===== config.mk =====
export PLATFORM = sky130hd
export DESIGN_NAME = tspt_div_cell
export DESIGN_NICKNAME = d
export VERILOG_FILES = /design/src/hw/rtl/tspt_pkg.sv /design/src/hw/rtl/tspt_div_cell.sv
export SDC_FILE = /design/constraint.sdc
export NUM_CORES = 1
export LEC_CHECK = 0
export ABC_CLOCK_PERIOD_IN_PS = 8890
export BUFFER_PORTS_ARGS = -buffer_cell sky130_fd_sc_hd__buf_2
export CAP_MARGIN = 40
export CORE_MARGIN = 8
export CORE_UTILIZATION = 25
export CTS_CLUSTER_DIAMETER = 30
export DETAILED_ROUTE_END_ITERATION = 10
export HOLD_SLACK_MARGIN = 0.15
export PLACE_DENSITY = 0.57
export RECOVER_POWER = 25
export SETUP_SLACK_MARGIN = 0.5
export SYNTH_ARGS = -nofsm -noshare
export SYNTH_HDL_FRONTEND = slang
export SYNTH_SLANG_ARGS = --single-unit

===== constraint.sdc =====
create_clock -name clock -period 8.89 [get_ports clock]
set_input_delay 1.778 -clock clock [delete_from_list [all_inputs] [get_ports clock]]
set_output_delay 1.778 -clock clock [all_outputs]
set_load 0.01 [all_outputs]

===== src/hw/rtl/tspt_pkg.sv =====
package tspt_pkg;

   localparam int FRAC = 30;
   localparam int VAL_W = 34;
   localparam int THICK_W = 24;
   localparam int ANGLE_IN_W = 16;
   localparam int OUT_W = 32;
   localparam int MAX_STEPS = 24;
   localparam longint GAIN_BASE = 64'd652032874;
   localparam longint GAIN_TAIL = 64'd434688583;
   // dividend is a 24-bit magnitude shifted up by FRAC
   localparam int QUO_W = 54;

   localparam logic [0:0] CSR_THICKNESS = 1'b0;
   localparam logic [0:0] CSR_TILT = 1'b1;

   localparam logic [31:0] ATAN_TURN32 [MAX_STEPS] = '{
      32'h20000000, 32'h12E4051E, 32'h09FB385B, 32'h051111D4,
      32'h028B0D43, 32'h0145D7E1, 32'h00A2F61E, 32'h00517C55,
      32'h0028BE53, 32'h00145F2F, 32'h000A2F98, 32'h000517CC,
      32'h00028BE6, 32'h000145F3, 32'h0000A2FA, 32'h0000517D,
      32'h000028BE, 32'h0000145F, 32'h00000A30, 32'h00000518,
      32'h0000028C, 32'h00000146, 32'h000000A3, 32'h00000051
   };

   typedef logic signed [VAL_W-1:0] val_type;

   typedef struct packed {
      logic [THICK_W-1:0] depth;
      logic               neg_num;
      logic               back;
      logic               zero_den;
   } tag_type;

   typedef struct packed {
      logic signed [OUT_W-1:0] path_thickness;
      logic                    grazing;
      logic                    exits_back;
   } rsp_type;

   function automatic val_type gain_start(input int steps);
      longint g;
      begin
         g = GAIN_BASE + (GAIN_TAIL >>> (2 * steps));
         return val_type'(g);
      end
   endfunction

endpackage


===== src/hw/rtl/tspt_div_cell.sv =====
// one restoring division bit
module tspt_div_cell #(
   parameter int PW = 8
) (
   input  logic                          clock,
   input  logic                          en,
   input  logic [tspt_pkg::QUO_W-1:0]    rem_in,
   input  logic [tspt_pkg::QUO_W-1:0]    num_in,
   input  logic [tspt_pkg::VAL_W-1:0]    den_in,
   input  logic [tspt_pkg::QUO_W-1:0]    quo_in,
   input  logic [PW-1:0]                 pass_in,
   output logic [tspt_pkg::QUO_W-1:0]    rem_ff,
   output logic [tspt_pkg::QUO_W-1:0]    num_ff,
   output logic [tspt_pkg::VAL_W-1:0]    den_ff,
   output logic [tspt_pkg::QUO_W-1:0]    quo_ff,
   output logic [PW-1:0]                 pass_ff
);
   localparam int W = tspt_pkg::QUO_W;
   logic [W:0] trial;
   logic [W:0] diff;

   always_comb begin
      trial = {rem_in, num_in[W-1]};
      diff = trial - (W+1)'(den_in);
   end

   always_ff @(posedge clock) begin
      if (en) begin
         rem_ff  <= diff[W] ? trial[W-1:0] : diff[W-1:0];
         quo_ff  <= {quo_in[W-2:0], ~diff[W]};
         num_ff  <= {num_in[W-2:0], 1'b0};
         den_ff  <= den_in;
         pass_ff <= pass_in;
      end
   end
endmodule


After elaboration in Yosys (flattened, before gate mapping):

Index checks and enable logic that the tools add are counted.

* bits in registers: 203
* bits in latches: 0
* RAM bits: 0
* bits in read-only memories: 0
* input bits: 206
* output and inout bits: 204
* logic and storage cells: 8
* memories kept: 0

* $add $sub $neg: 1
* $mul: 0
* div/mod/pow operators: 0
* magnitude comparators: 0
* equal/unequal tests: 0
* shift-type cells: 0
* muxes and demuxes: 1
* bitwise logic cells: 1
* reduce and logical (&&, ||, !) cells: 0

Operators by type and width (number)
* $sub A55 B34 Y55: 1
* $mux W54: 1
* $not A1 Y1: 1

Logic depth before layout (Yosys ltp):

* depth after elaboration: 2
* depth in mapped cells: 14
* gate-level depth less buffers: 12

Worst setup path after synthesis:

Ideal clock, no wire load.

* path type: input to register
* start point: input num_in[53] (netlist bit)
* end point: register rem_ff[28] (netlist bit) (data pin)
* library setup time: 0.262 ns
* arrival: 4.237 ns
* setup slack: 4.391 ns
* stages: 12
* buffers on the path: 0
* path through: inv_1 > ha_1 > fa_1 > nor2b_1 > o21ai_0 > o211a_1 > o211a_1 > o41ai_2 > a21o_1 > a221oi_1 > xnor2_1 > mux2_1

* word-level cells in the longest chain between the ends: 2

RTL lines
* start, declared: line tspt_div_cell.sv:8 `input logic [tspt_pkg::QUO_W-1:0] num_in,`
* $sub A55 B34 Y55: line tspt_div_cell.sv:24 `diff = trial - (W+1)'(den_in);`
* $mux W54: line tspt_div_cell.sv:29 `rem_ff <= diff[W] ? trial[W-1:0] : diff[W-1:0];`
* end signal, assigned: line tspt_div_cell.sv:29
* end, declared: line tspt_div_cell.sv:12 `output logic [tspt_pkg::QUO_W-1:0] rem_ff,`

Every way passes these cells.
A chain may end at the register's enable or synchronous reset.

Worst setup path in the final report:

* start point: input en
* end point: register num_ff[40] (netlist bit), enable pin

RTL lines
* start, declared: line tspt_div_cell.sv:6 `input logic en,`
* end signal, assigned: line tspt_div_cell.sv:31 `num_ff <= {num_in[W-2:0], 1'b0};`
* end, declared: line tspt_div_cell.sv:13 `output logic [tspt_pkg::QUO_W-1:0] num_ff,`

No word-level cell between the ends.

==> results by group <==
Run status
  – Status: finished with violations
  – Violated checks: capacitance limit, slew limit

STA
  – Worst Max-Slew Pin Slew: 4350 ps
  – Unrepaired setup endpoints after global routing: no
  – F_max: 174 MHz
  – Fin. Hold Viols: 0
  – Max_slew headroom: -190%
  – Worst Hold Slack: 1370 ps
  – TNS Setup: 0 ps
  – Final setup fails: 0
  – Slew Viols, Final: 78
  – Min Clock Period, post-route: 5750 ps
  – Period utilisation layout: 64.6%

Yosys
  – Post-Syn Nets: 879
  – Post-synthesis register bit count: 203
  – Mapped Cells: 638
  – Mapped Area: 9090 um2
  – Yosys warnings: 0
  – Post-synth EDFFs: 203
  – Ys async rst share: 0%
  – Top_reg_cell synth: edfxtp_1
  – Syn_area_per_cell: 14.2 um2
  – Sequential fraction of the synthesis area: 67.1%
  – Synth unique cells: 63

Clock network
  – Hold-fix buffers, CTS: 0
  – PostCTS Resize Cnt: 0
  – H-tree lvl count: 2
  – CTS clk-pin slew, worst paths: 50 ps
  – CTS Sinks: 203
  – CTS tree: yes
  – Clock root cell: clkbuf_16
  – Post-CTS Repair Setup Buffers: 0
  – Clock Tree Buf Depth: 3
  – CTS Buf Count: 56

Floorplanning
  – Die Ht: 207 um
  – Io pins: 410
  – Die width: 207 um
  – Die footprint: 42,700 um2
  – Starting density of the core: 25.1%
  – Core Region: 36,200 um2
  – Row count: 70

Job
  – Max-Cap Viols: 1

Power and ir drop
  – P_sw: 894 uW
  – Int Pwr: 2690 uW
  – Seq pwr share: 32.9%
  – Peak supply drop: 0.000165 V
  – Clock power share: 55.5%
  – Leak: 0.00580 uW
  – Power Density: 265 nW/um2
  – Switch share: 24.9%
  – Combinational Power Share: 11.6%

Global route
  – First-pass GRT wire length: 44,500 um
  – Initial antenna violation count: 9
  – Pin count of the biggest net entering global routing: 78
  – Vias in the first global route: 7,421
  – Total global-route track usage: 13.9%
  – Global route overflow: 0

Detailed routing
  – Residual DRC count: 0
  – Post-route ant nets: 0
  – DR vias/cell: 4.38
  – Vias: 7,040
  – Drt first pass iters: 4
  – Routed Wire Length: 31,500 um
  – Wirelength per Cell: 19.6 um
  – Iter 0 DRT Violations: 351

Placed design
  – I/O Buffers: 407
  – Placed insts: 1,500
  – Placed cell areas: 11,700 um2
  – DP HPWL: 24,700 um
  – Routability congestion estimate: 0.768

Finish
  – Most common cell after layout, fill and taps aside: buf_2
  – Share of layout cells above drive strength 1: 44.4%
  – Final Cell Area: 13,500 um2
  – Most frequent cells in the layout: buf_2 (384), edfxtp_1 (203), clkbuf_16 (56)
  – Non-filler cells in the finished layout: 1,607
  – P&R area growth vs syn: 49.0%
  – Nets: 1,331

Setup path
  – Startpoint Class: input pin
  – Top delay family on crit path: buffers and inverters
  – Critical Path Slowest Stage Cell: clkbuf_1
  – Type of destination of the critical path: flip-flop
  – CP arrival: 5940 ps
  – Max stage delay on crit path: 3010 ps
  – Worst EP required: 9080 ps
  – Crit path max fanout: 77
  – Critical Path, Cell by Cell: clkbuf_1, buf_4
  – Bufs and invs on worst path: 2
  – Setup CP Type: input pin to flip-flop

Hold path
  – Worst min-delay path class: input pin to flip-flop
==> final cells by class <==
cell class                      count  area (um2)
Clock inverter                     44         494
Antenna cell                        1        2.50
Sequential cell                   203        6100
Multi-Input combinational cell    372        2730
Fill cell                        3541       22600
Timing Repair Buffer              411        2040
Clock buffer                       62        1420
Tap cell                          468         586
Inverter                           46         173
==> cell usage after synthesis (all sizes together), types with 2 or more instances <==
cell type | instances | area (um2)
a211o | 3 | 26.3
a21oi | 41 | 205
o21ai | 20 | 100
buf | 7 | 62.6
nor3b | 2 | 15.0
nand2b | 4 | 25.0
inv | 46 | 173
o311ai | 2 | 17.5
nor4 | 3 | 33.8
nand2 | 34 | 128
mux2i | 2 | 20.0
mux2 | 26 | 349
xor2 | 11 | 96.3
and3 | 3 | 18.8
or2 | 2 | 12.5
a211oi | 2 | 15.0
clkbuf | 10 | 37.5
or3 | 5 | 31.3
a22oi | 3 | 22.5
o21a | 5 | 37.5
xnor2 | 37 | 324
edfxtp | 203 | 6100
o211a | 2 | 20.0
a21o | 6 | 45.0
ha | 34 | 425
nand4 | 18 | 113
nor3 | 15 | 80.1
o21bai | 7 | 52.6
nor2b | 5 | 31.3
o31a | 3 | 26.3
o41ai | 3 | 33.8
nand3 | 20 | 105
nor2 | 34 | 130
==> registers in the layout, summed over array words and instances (netlist names) <==
register	count
num_ff	53
den_ff	34
rem_ff	54
quo_ff	54
pass_ff	8
==> stage by stage <==
stage	worst slack (ps)	total power, uW	utilization [%]
2_1_floorplan	4390	1400	-
3_3_place_gp	3160	1610	32.2
3_5_place_dp	3140	1620	32.2
4_1_cts	3750	3640	37.5
5_1_grt	2710	3730	37.4
6_report	3140	3590	37.4
==> path summary, 6_finish.rpt <==
check | from | end | slack [ps] | cells after the start
setup / recovery | en | num_ff[40] | 3140 | 2
hold / removal | pass_in[2] | pass_ff[2] | 1370 | 1
==> power groups by stage <==
stage / Sequential (uW) / Clock [uW] / Combinational [uW]
after global routing: 1190 / 2080 / 459
after global placement: 1190 / 0 / 424
final: 1180 / 1990 / 418
after CTS: 1180 / 2030 / 429
after floorplan: 1240 / 0 / 163
after detailed placement: 1190 / 0 / 427
==> routing by layer <==
layer / vias to the layer above / wire length [um] / GRT usage [%]
li1: 3345 / - / -
met1: 3295 / 12100 / 15.2
met2: 322 / 15200 / 23.7
met3: 70 / 3150 / 5.73
met4: 8 / 941 / 5.29
met5: - / 54 / 0
==> kinds of logic (layout without fill, tap and decap cells) <==
logic type	Yosys count	count (layout)	share of synthesized area [%]
other cells	1	2	0.0413
fa+ha+maj	35	35	4.90
flops	203	203	67.1
mux	28	28	4.06
compound gates	111	111	7.99
buf+inv	63	563	3.00
xor+xnor	48	48	4.63
simple gates	149	149	8.32
Power figures use the tool's default switching activity.
