<file path="config.mk">
export PLATFORM = sky130hd
export DESIGN_NAME = tspt_cordic_cell
export DESIGN_NICKNAME = d
export VERILOG_FILES = /design/src/hw/rtl/tspt_pkg.sv /design/src/hw/rtl/tspt_cordic_cell.sv
export SDC_FILE = /design/constraint.sdc
export NUM_CORES = 1
export LEC_CHECK = 0
export BUFFER_PORTS_ARGS = -buffer_cell sky130_fd_sc_hd__buf_2
export CAP_MARGIN = 40
export CORE_UTILIZATION = 45
export CTS_BUF_LIST = sky130_fd_sc_hd__clkbuf_8
export CTS_CLUSTER_DIAMETER = 120
export DETAILED_ROUTE_END_ITERATION = 6
export PLACE_DENSITY = 0.7
export SETUP_SLACK_MARGIN = 0.5
export SYNTH_ARGS = -nofsm -noshare
export SYNTH_HDL_FRONTEND = slang
export SYNTH_SLANG_ARGS = --single-unit
</file>
<file path="constraint.sdc">
create_clock -name clock -period 7 [get_ports clock]
set_clock_uncertainty 0.2 [all_clocks]
set_input_delay 2.1 -clock clock [delete_from_list [all_inputs] [get_ports clock]]
set_output_delay 2.1 -clock clock [all_outputs]
set_load 0.005 [all_outputs]
</file>
<file path="src/hw/rtl/tspt_pkg.sv">
package tspt_pkg;

   localparam int FRAC = 30;
   localparam int VAL_W = 34;
   localparam int THICK_W = 24;
   localparam int ANGLE_IN_W = 16;
   localparam int OUT_W = 32;
   localparam int MAX_STEPS = 24;
   localparam longint GAIN_BASE = 64'd652032874;
   localparam longint GAIN_TAIL = 64'd434688583;
   // dividend is a 24-bit magnitude shifted up by FRAC
   localparam int QUO_W = 54;

   localparam logic [0:0] CSR_THICKNESS = 1'b0;
   localparam logic [0:0] CSR_TILT = 1'b1;

   localparam logic [31:0] ATAN_TURN32 [MAX_STEPS] = '{
      32'h20000000, 32'h12E4051E, 32'h09FB385B, 32'h051111D4,
      32'h028B0D43, 32'h0145D7E1, 32'h00A2F61E, 32'h00517C55,
      32'h0028BE53, 32'h00145F2F, 32'h000A2F98, 32'h000517CC,
      32'h00028BE6, 32'h000145F3, 32'h0000A2FA, 32'h0000517D,
      32'h000028BE, 32'h0000145F, 32'h00000A30, 32'h00000518,
      32'h0000028C, 32'h00000146, 32'h000000A3, 32'h00000051
   };

   typedef logic signed [VAL_W-1:0] val_type;

   typedef struct packed {
      logic [THICK_W-1:0] depth;
      logic               neg_num;
      logic               back;
      logic               zero_den;
   } tag_type;

   typedef struct packed {
      logic signed [OUT_W-1:0] path_thickness;
      logic                    grazing;
      logic                    exits_back;
   } rsp_type;

   function automatic val_type gain_start(input int steps);
      longint g;
      begin
         g = GAIN_BASE + (GAIN_TAIL >>> (2 * steps));
         return val_type'(g);
      end
   endfunction

endpackage

</file>
<file path="src/hw/rtl/tspt_cordic_cell.sv">
// one rotation step on three independent angles, registered
module tspt_cordic_cell #(
   parameter int STEP = 0,
   parameter int ANGLE_BITS = 16,
   parameter int PW = 8
) (
   input  logic                     clock,
   input  logic                     en,
   input  tspt_pkg::val_type        x_in [3],
   input  tspt_pkg::val_type        y_in [3],
   input  logic signed [ANGLE_BITS:0] z_in [3],
   input  logic [1:0]               quad_in [3],
   input  logic [PW-1:0]            pass_in,
   output tspt_pkg::val_type        x_ff [3],
   output tspt_pkg::val_type        y_ff [3],
   output logic signed [ANGLE_BITS:0] z_ff [3],
   output logic [1:0]               quad_ff [3],
   output logic [PW-1:0]            pass_ff
);
   localparam logic [32:0] ROUND = 33'(tspt_pkg::ATAN_TURN32[STEP])
                                 + (33'd1 << (31 - ANGLE_BITS));
   localparam logic signed [ANGLE_BITS:0] E = (ANGLE_BITS+1)'(ROUND >> (32 - ANGLE_BITS));

   always_ff @(posedge clock) begin
      if (en) begin
         for (int k = 0; k < 3; k++) begin
            if (!z_in[k][ANGLE_BITS]) begin
               x_ff[k] <= x_in[k] - (y_in[k] >>> STEP);
               y_ff[k] <= y_in[k] + (x_in[k] >>> STEP);
               z_ff[k] <= z_in[k] - E;
            end else begin
               x_ff[k] <= x_in[k] + (y_in[k] >>> STEP);
               y_ff[k] <= y_in[k] - (x_in[k] >>> STEP);
               z_ff[k] <= z_in[k] + E;
            end
            quad_ff[k] <= quad_in[k];
         end
         pass_ff <= pass_in;
      end
   end
endmodule

</file>
# After elaboration in Yosys (flattened, before gate mapping)
# Cells that the tools add are included.
[totals]
register_bits = 269
inputBits = 271
out_inout_bits = 269
[classes]
n_addsub = 15
n_mux = 9
[ops]
columns = ["operator", "n"]
rows = [
  ["$mux W34", 6],
  ["$sub A34 B34 Y34", 6],
  ["$add A34 B34 Y34", 3],
  ["$add A17 B15 Y17 const B", 3],
  ["$mux W17", 3],
  ["$sub A17 B15 Y17 const B", 3],
]

# Depth between registers and ports, before layout
# Gate-level depths: netlist (run 1).
[depth]
ltp_word = 2
depth_mapped = 14
mapped_depth_nobuf = 13

# Worst setup path after synthesis (run 1)
# Ideal clock, no wire load.
[synth_path]
path_type = "input-to-reg"
start = "in x_in[0] in the netlist's numbering"
end = "reg x_ff[28] in the netlist's numbering, data pin"
setup_ns = 0.267
arrival_ns = 4.662
required_time_ns = 6.533
path_slack_ns = 1.871
path_stages = 12
n_path_buf = 0
cell_sequence = "ha_1 fa_1 nor2b_1 o211ai_2 a31oi_2 a2111oi_4 o31a_2 o32ai_2 or2_4 a21oi_1 a21oi_1 xnor2_1"
[synth_between]
elab_chain_cells = 2
elab_cells_between_ends = 3
cone_classes = "add/sub (2); mux (1)"
[synth_lines]
columns = ["item", "line", "source"]
rows = [
  ["start: declaration", "tspt_cordic_cell.sv:9", "input tspt_pkg::val_type x_in [3],"],
  ["$sub A34 B34 Y34 / $add A34 B34 Y34 (equally long branches)", "tspt_cordic_cell.sv:28, tspt_cordic_cell.sv:32", ""],
  ["$mux W34 (*)", "tspt_cordic_cell.sv:27", "if (!z_in[k][ANGLE_BITS]) begin"],
  ["end signal: indexed assignment", "tspt_cordic_cell.sv:28", "x_ff[k] <= x_in[k] - (y_in[k] >>> STEP);"],
  ["end signal: indexed assignment", "tspt_cordic_cell.sv:32", "x_ff[k] <= x_in[k] + (y_in[k] >>> STEP);"],
  ["end: declaration", "tspt_cordic_cell.sv:14", "output tspt_pkg::val_type x_ff [3],"],
]
# Every way passes the cells marked *; elsewhere a longest branch is shown, timed or not.
# A chain may end at the register's enable or synchronous reset.

# Worst setup path after layout (run 1)
[layout_path]
start = "in x_in[49] in the netlist's numbering"
end = "reg y_ff[66] in the netlist's numbering, data pin"
[layout_between]
elab_chain_cells = 2
elab_cells_between_ends = 3
cone_classes = "add/sub (2); mux (1)"
[layout_lines]
columns = ["item", "line", "source"]
rows = [
  ["$add A34 B34 Y34 / $sub A34 B34 Y34 (equally long branches)", "tspt_cordic_cell.sv:29, tspt_cordic_cell.sv:33", ""],
  ["$mux W34 (*)", "tspt_cordic_cell.sv:27", ""],
  ["end signal: indexed assignment", "tspt_cordic_cell.sv:29", "y_ff[k] <= y_in[k] + (x_in[k] >>> STEP);"],
  ["end signal: indexed assignment", "tspt_cordic_cell.sv:33", "y_ff[k] <= y_in[k] - (x_in[k] >>> STEP);"],
  ["end: declaration", "tspt_cordic_cell.sv:15", "output tspt_pkg::val_type y_ff [3],"],
]
# Marked as above.

==> flow_summary.yaml, run 1 <==
outcome:
  outcome: "finished clean"
synth:
  synth_area_per_cell_sq_um: 8.59
  synthCells: 2979
  synth_nets: 3567
  seq_area_frac_synth: 0.312
  synth_warnings: 0
  synth_ff_type: "edfxtp_1"
  synthArstFlopShare: 0
  synth.distinct_cells: 98
  synth_edf_count: 266
  ys_seq_elements: 266
  synth_area_sq_um: 25600
die:
  ios: 540
  start_util: 0.455
  die_h_um: 241
  dieWidth_um: 241
  core_area_sq_um: 56300
  rows: 87
  die-area_sq_um: 57800
clock_network:
  post_cts_buffers: 0
  ctsHoldBuffers: 0
  clk_path_buf_depth: 3
  cts_root_buffer: "clkbuf_8"
  cts_sinks: 266
  cts_tree: "built"
  ctsResizeCount: 0
  clkTransAtPathRegs_ns: 0.06
  h-tree-depth: 2
  cts_buffers: 50
grt:
  grt_usage: 0.294
  grt_max_degree: 94
  grt_antenna_before_repair: 23
  gr-total-overflow: 0
  grt_first_pass_wirelength_mm: 132
  grt_pass1_vias: 23000
finish:
  fill_cells: 5378
  area_growth_syn_to_layout_pct: 16.6
  nets: 4035
  drive_gt1_frac: 0.191
  design_area_sq_um: 29800
drt:
  vias: 24700
  postRouteAntennaNets: 0
  wl_per_cell_um: 20.7
  via_per_inst: 5.80
  wl_mm: 88.0
  dr.pass1.iters: 6
  drt_iter0_markers: 2449
  drc: 0
setup_path:
  path_class: "input port to flop"
  critPathLaunchType: "input port"
  crit_fanout: 12
  worstPathArrival_ns: 5.50
  cp.required_ns: 7.19
  cp-end-kind: "flop"
placed_design:
  gp_congestion: 0.993
  pre_cts_ws_ns: 1.14
  dpl_cell_area_sq_um: 28900
  dp_hpwl_mm: 69.6
  port_buffers: 539
power_and_ir_drop:
  powerDensity_nw_per_um2: 195
  p_leak_uw: 0.0135
  irDropWorstVdd_mv: 0.126
timing:
  finalSetupViolCount: 0
  fin_crit_sh: 0.759
  rsz0062_at_grt: "false"
  period_needed_ns: 5.31
  finalSetupTns_ns: 0
  max_freq_mhz: 188
  slew_violations: 0
  tightest_slew_ns: 1.07
  hold_violations: 0
  slew_headroom: 0.265
  fin_ws_ns: 1.69
worst_hold_path:
  worstHoldPathType: "input port to flop"
flow_run:
  cap_violations: 0
per-layer routing:
| metal | part of all wire | vias up | global-route usage |
|---|---|---|---|
| li1 | - | 11600 | - |
| met1 | 0.41 | 11600 | 0.385 |
| met2 | 0.45 | 1268 | 0.464 |
| met3 | 0.11 | 210 | 0.0790 |
| met4 | 0.033 | 18 | 0.107 |
| met5 | 0.0013 | - | 0 |
cell usage after synthesis, types with 35 or more instances:
cell type / n / share of area
a21o_1: 71 / 0.021
a21oi_1: 349 / 0.068
a31oi_1: 35 / 0.0086
clkbuf_1: 98 / 0.014
edfxtp_1: 266 / 0.31
ha_1: 305 / 0.15
inv_1: 303 / 0.044
mux2i_1: 46 / 0.018
nand2_1: 147 / 0.022
nand2b_1: 39 / 0.0095
nand3_1: 51 / 0.010
nor2_1: 265 / 0.039
nor3_1: 71 / 0.014
o21ai_0: 163 / 0.032
o21ai_1: 39 / 0.0076
o21bai_1: 50 / 0.015
xnor2_1: 153 / 0.052
xor2_1: 41 / 0.014
through the flow:
stage / total power [uW] / hold slack [ns] / std cells / utilization
6_report: 5830 / 1.42 / 4257 / 0.530
5_1_grt: 6150 / 1.38 / 4248 / 0.530
4_1_cts: 5840 / 1.37 / 4241 / 0.529
3_5_place_dp: 4290 / 2.08 / 4151 / 0.513
3_3_place_gp: 4290 / 2.08 / 4150 / 0.512
2_1_floorplan: 3450 / 2.00 / 2979 / -
path summary, 6_finish.rpt:
path	start	cells after the start	slack [ns]	end
worst max-delay path	x_in[49]	13	1.69	y_ff[66]$_DFFE_PP_
worst min-delay path	z_in[24]	1	1.42	z_ff[24]$_DFFE_PP_
kinds of logic (layout without fill, tap and decap cells):
logic type	count (synthesis)	after routing	synth area share
other	0	16	0
buffers and inverters	453	959	0.0675
multiplexers	47	47	0.0184
XOR/XNOR	194	194	0.0664
AND/OR/NAND/NOR	734	734	0.136
flip-flops	266	266	0.312
adder cells (fa/ha/maj)	317	317	0.158
AO/OA/AOI/OAI	968	968	0.241
critical path, cell delays in order:
cell and delay [ns]:
buf_2 0.10, inv_1 0.04, ha_1 0.47, nor4_1 0.50
nand3_1 0.14, a311oi_1 0.25, a31oi_1 0.12, a31oi_1 0.31
nor4b_1 0.62, nand3_1 0.18, a31oi_1 0.30, a221oi_1 0.16
xor2_1 0.19
layout by cell type (no fill, tap or decap), drive strengths merged, types with 27 or more instances in the layout:
cell type,netlist,final
a211oi,30,30
a21o,71,71
a21oi,351,351
a31oi,36,36
buf,38,552
clkbuf,98,51
clkinv,6,27
edfxtp,266,266
ha,305,305
inv,311,324
mux2i,46,46
nand2,147,147
nand2b,39,39
nand3,51,51
nand4,33,33
nor2,265,265
nor3,71,71
o21ai,203,203
o21bai,51,51
xnor2,153,153
xor2,41,41
state kept, by name, summed over array words and instances (netlist names):
register / count
pass_ff: 8
x_ff: 100
z_ff: 51
y_ff: 101
quad_ff: 6
power by group:
part | total [uW] | internal, uW | switching [uW] | leakage [uW]
clock | 1520 | 786 | 730 | 0.000528
combinational | 2150 | 831 | 1320 | 0.0104
sequential | 2160 | 2080 | 79.5 | 0.00260
final cells by class:
| type | count | area [sq um] | share of cell area |
|---|---|---|---|
| clock buffer | 51 | 702 | 0.0235 |
| tap | 756 | 946 | 0.0317 |
| timing repair buffer | 552 | 2840 | 0.0953 |
| inverter | 317 | 1190 | 0.0399 |
| multi-input combinational | 2260 | 15900 | 0.532 |
| sequential | 266 | 7990 | 0.268 |
| antenna | 16 | 40.0 | 0.00134 |
| clock inverter | 39 | 245 | 0.00822 |
Power figures use the tool's default switching activity.
==> run 2: changes to the inputs <==
--- a/config.mk
+++ b/config.mk
@@ -5,13 +5,14 @@
 export SDC_FILE = /design/constraint.sdc
 export NUM_CORES = 1
 export LEC_CHECK = 0
+export ABC_AREA = 1
 export BUFFER_PORTS_ARGS = -buffer_cell sky130_fd_sc_hd__buf_2
 export CAP_MARGIN = 40
 export CORE_UTILIZATION = 45
 export CTS_BUF_LIST = sky130_fd_sc_hd__clkbuf_8
 export CTS_CLUSTER_DIAMETER = 120
 export DETAILED_ROUTE_END_ITERATION = 6
-export PLACE_DENSITY = 0.7
+export PLACE_DENSITY = 0.69
 export SETUP_SLACK_MARGIN = 0.5
 export SYNTH_ARGS = -nofsm -noshare
 export SYNTH_HDL_FRONTEND = slang
==> constraint.sdc (replaced) <==
create_clock -name clock -period 5 [get_ports clock]
set_clock_uncertainty 0.2 [all_clocks]
set_input_delay 1.5 -clock clock [delete_from_list [all_inputs] [get_ports clock]]
set_output_delay 1.5 -clock clock [all_outputs]
set_load 0.005 [all_outputs]
==> run 2 against run 1 <==
Effect of this change:
- the run now ends with design-rule violations left
- first-iteration DRC count rose by 37%
- total power rose by 48%
- setup slack got worse by 0.30 ns
- die area rose by 17%
- cell count rose by 38%
- largest power group is now combinational logic
==> flow_summary.yaml, run 2 <==
outcome:
  outcome: "finished with violations"
  violations: "design-rule violations"
finish:
  nets: 5538
  final_util: 0.518
  multi_input_area_sq_um: 18800
  stdcell_count: 5858
  largest_reg_flops: 101
  drive_gt1_frac: 0.157
  fill_cells: 6816
  top_regs: "y_ff (101), x_ff (100), z_ff (51)"
  regArea_sq_um: 7990
  area_growth_syn_to_layout_pct: 13.5
  most-common-layout-cells: "nand2_1 (1205), inv_1 (623), buf_2 (538)"
  largest_register: "y_ff"
  mostFrequentLayoutCell: "nand2_1"
synth:
  ys_top_cells_by_area: "edfxtp_1 (27%), nand2_1 (15%), ha_1 (13%)"
  yosysTopAreaCell: "edfxtp_1"
  synth_top_area_frac: 0.266
  seq_area_frac_synth: 0.266
  synth_nets: 5067
  synthCells: 4479
  synth_area_per_cell_sq_um: 6.72
  synth_area_sq_um: 30100
  synth_edf_count: 266
  ys_seq_elements: 266
  synthArstFlopShare: 0
  yosysMostFrequentCell: "nand2_1"
  synth.distinct_cells: 52
  synth_commonest_cells: "nand2_1 (1205), inv_1 (610), nand3_1 (427), nor2_1 (403), a21oi_1 (365)"
  synth_warnings: 0
  synth_ff_type: "edfxtp_1"
clock_network:
  cts_sinks: 266
  ctsHoldBuffers: 0
  cts_root_buffer: "clkbuf_8"
  post_cts_buffers: 0
  clk_path_buf_depth: 3
  ctsResizeCount: 0
  cts_tree: "built"
  cts_buffers: 51
  h-tree-depth: 2
  clkTransAtPathRegs_ns: 0.06
power_and_ir_drop:
  powerDensity_nw_per_um2: 253
  p_leak_uw: 0.0175
  total_power_uw: 8630
  irDropWorstVdd_mv: 0.191
grt:
  grt_usage: 0.325
  gr-total-overflow: 0
  grt_antenna_before_repair: 7
  grt_first_pass_wirelength_mm: 170
  grt_max_degree: 85
  grt_pass1_vias: 29900
timing:
  hold_violations: 0
  fin_crit_sh: 0.721
  period_needed_ns: 3.61
  tightest_slew_ns: 0.773
  finalSetupViolCount: 0
  slew_headroom: 0.485
  rsz0062_at_grt: "false"
  finalSetupTns_ns: 0
  slew_violations: 0
  max_freq_mhz: 277
  whs_ns: 0.809
drt:
  drt_iter0_markers: 3354
  wl_mm: 114
  postRouteAntennaNets: 0
  wl_per_cell_um: 19.5
  via_per_inst: 5.49
  dr.pass1.iters: 7
  vias: 32200
  drc: 148
die:
  dieWidth_um: 261
  core_area_sq_um: 66000
  die_h_um: 261
  die-area_sq_um: 67900
  ios: 540
  start_util: 0.456
  rows: 94
setup_path:
  cp.required_ns: 5.22
  path_class: "input port to flop"
  critPathMaxStageDelay_ns: 0.61
  crit_chain: "buf_2 -> inv_1 -> ha_1 -> inv_1 -> nand2_1 -> nor2_1 -> nor2_1 -> o21ai_2 -> nand2_1 -> nand2_1 -> nand2_1 -> nand3_1 -> nand3_1 -> nand2_1"
  crit_top_cell: "nand2_1"
  startpoint: "x_in[3]"
  crit_fanout: 12
  crit_buf_inv: 3
  cp-end-kind: "flop"
  critPathLaunchType: "input port"
  path_delay_family: "simple AND/OR/NAND/NOR gates"
  slowest_stage: "ha_1"
  worstPathArrival_ns: 3.82
placed_design:
  port_buffers: 539
  gp_congestion: 1.06
  dpl.cell_count: 5761
  dp_hpwl_mm: 95.0
worst_hold_path:
  worstHoldPathType: "input port to flop"
  worstHoldStart: "pass_in[7]"
flow_run:
  cap_violations: 0
[run 2: cell types whose count changed in the layout (fill, tap and decap cells not counted), sizes merged, moves of 24 or more]
cell,before,now
nor2,265,429
mux2i,46,2
nor2b,24,0
o21ai,203,289
nand2b,39,0
a21oi,351,389
a21o,71,42
inv,324,649
nand2,147,1236
xnor2,153,1
xor2,41,73
a31oi,36,8
nand3,51,435
a211oi,30,3
[run 2: final timing paths]
kind | to | slack (ns) | depth (start not counted)
setup / recovery | x_ff[24]$_DFFE_PP_ | 1.39 | 14
hold / removal | pass_ff[7]$_DFFE_PP_ | 0.81 | 1
[run 2: power breakdown]
part	leakage (uW)	switching, uW	internal, uW	total (uW)
clock network	0.000557	1070	1170	2230
registers	0.00260	104	2830	2940
logic	0.0143	2350	1110	3460
[run 2: cell families (layout without fill, tap and decap cells)]
group / count (synthesis) / in the layout / synth area share
compound gates: 819 / 819 / 0.152
xor+xnor: 74 / 74 / 0.0215
fa+ha+maj: 317 / 317 / 0.135
buf+inv: 770 / 1280 / 0.109
flops: 266 / 266 / 0.266
mux: 2 / 2 / 0.000666
other cells: 0 / 5 / 0
simple gates: 2231 / 2231 / 0.317
[run 2: metal layers]
metal	wire length (um)	track usage	part of all wire	up-vias
li1	-	-	-	15600
met1	49200	0.431	0.43	14900
met2	51400	0.531	0.45	1428
met3	9980	0.0602	0.087	219
met4	3760	0.106	0.033	4
met5	17	0	0.00015	-
[run 2: metrics by stage]
stage               instance area (sq um)  worst slack (ns)
floorplan                           30100              1.57
global placement                    33100             0.848
detailed placement                  33100             0.817
CTS                                 34100              1.53
global route                        34100              1.28
finish                              34200              1.39
[run 2: cell type report]
class	count	area share
clock inverters	41	0.00883
well taps	864	0.0317
clock buffers	51	0.0206
flip-flops and latches	266	0.234
repair buffers	554	0.0840
multi-input cells	3443	0.551
diodes	5	0.000366
inverters	634	0.0698
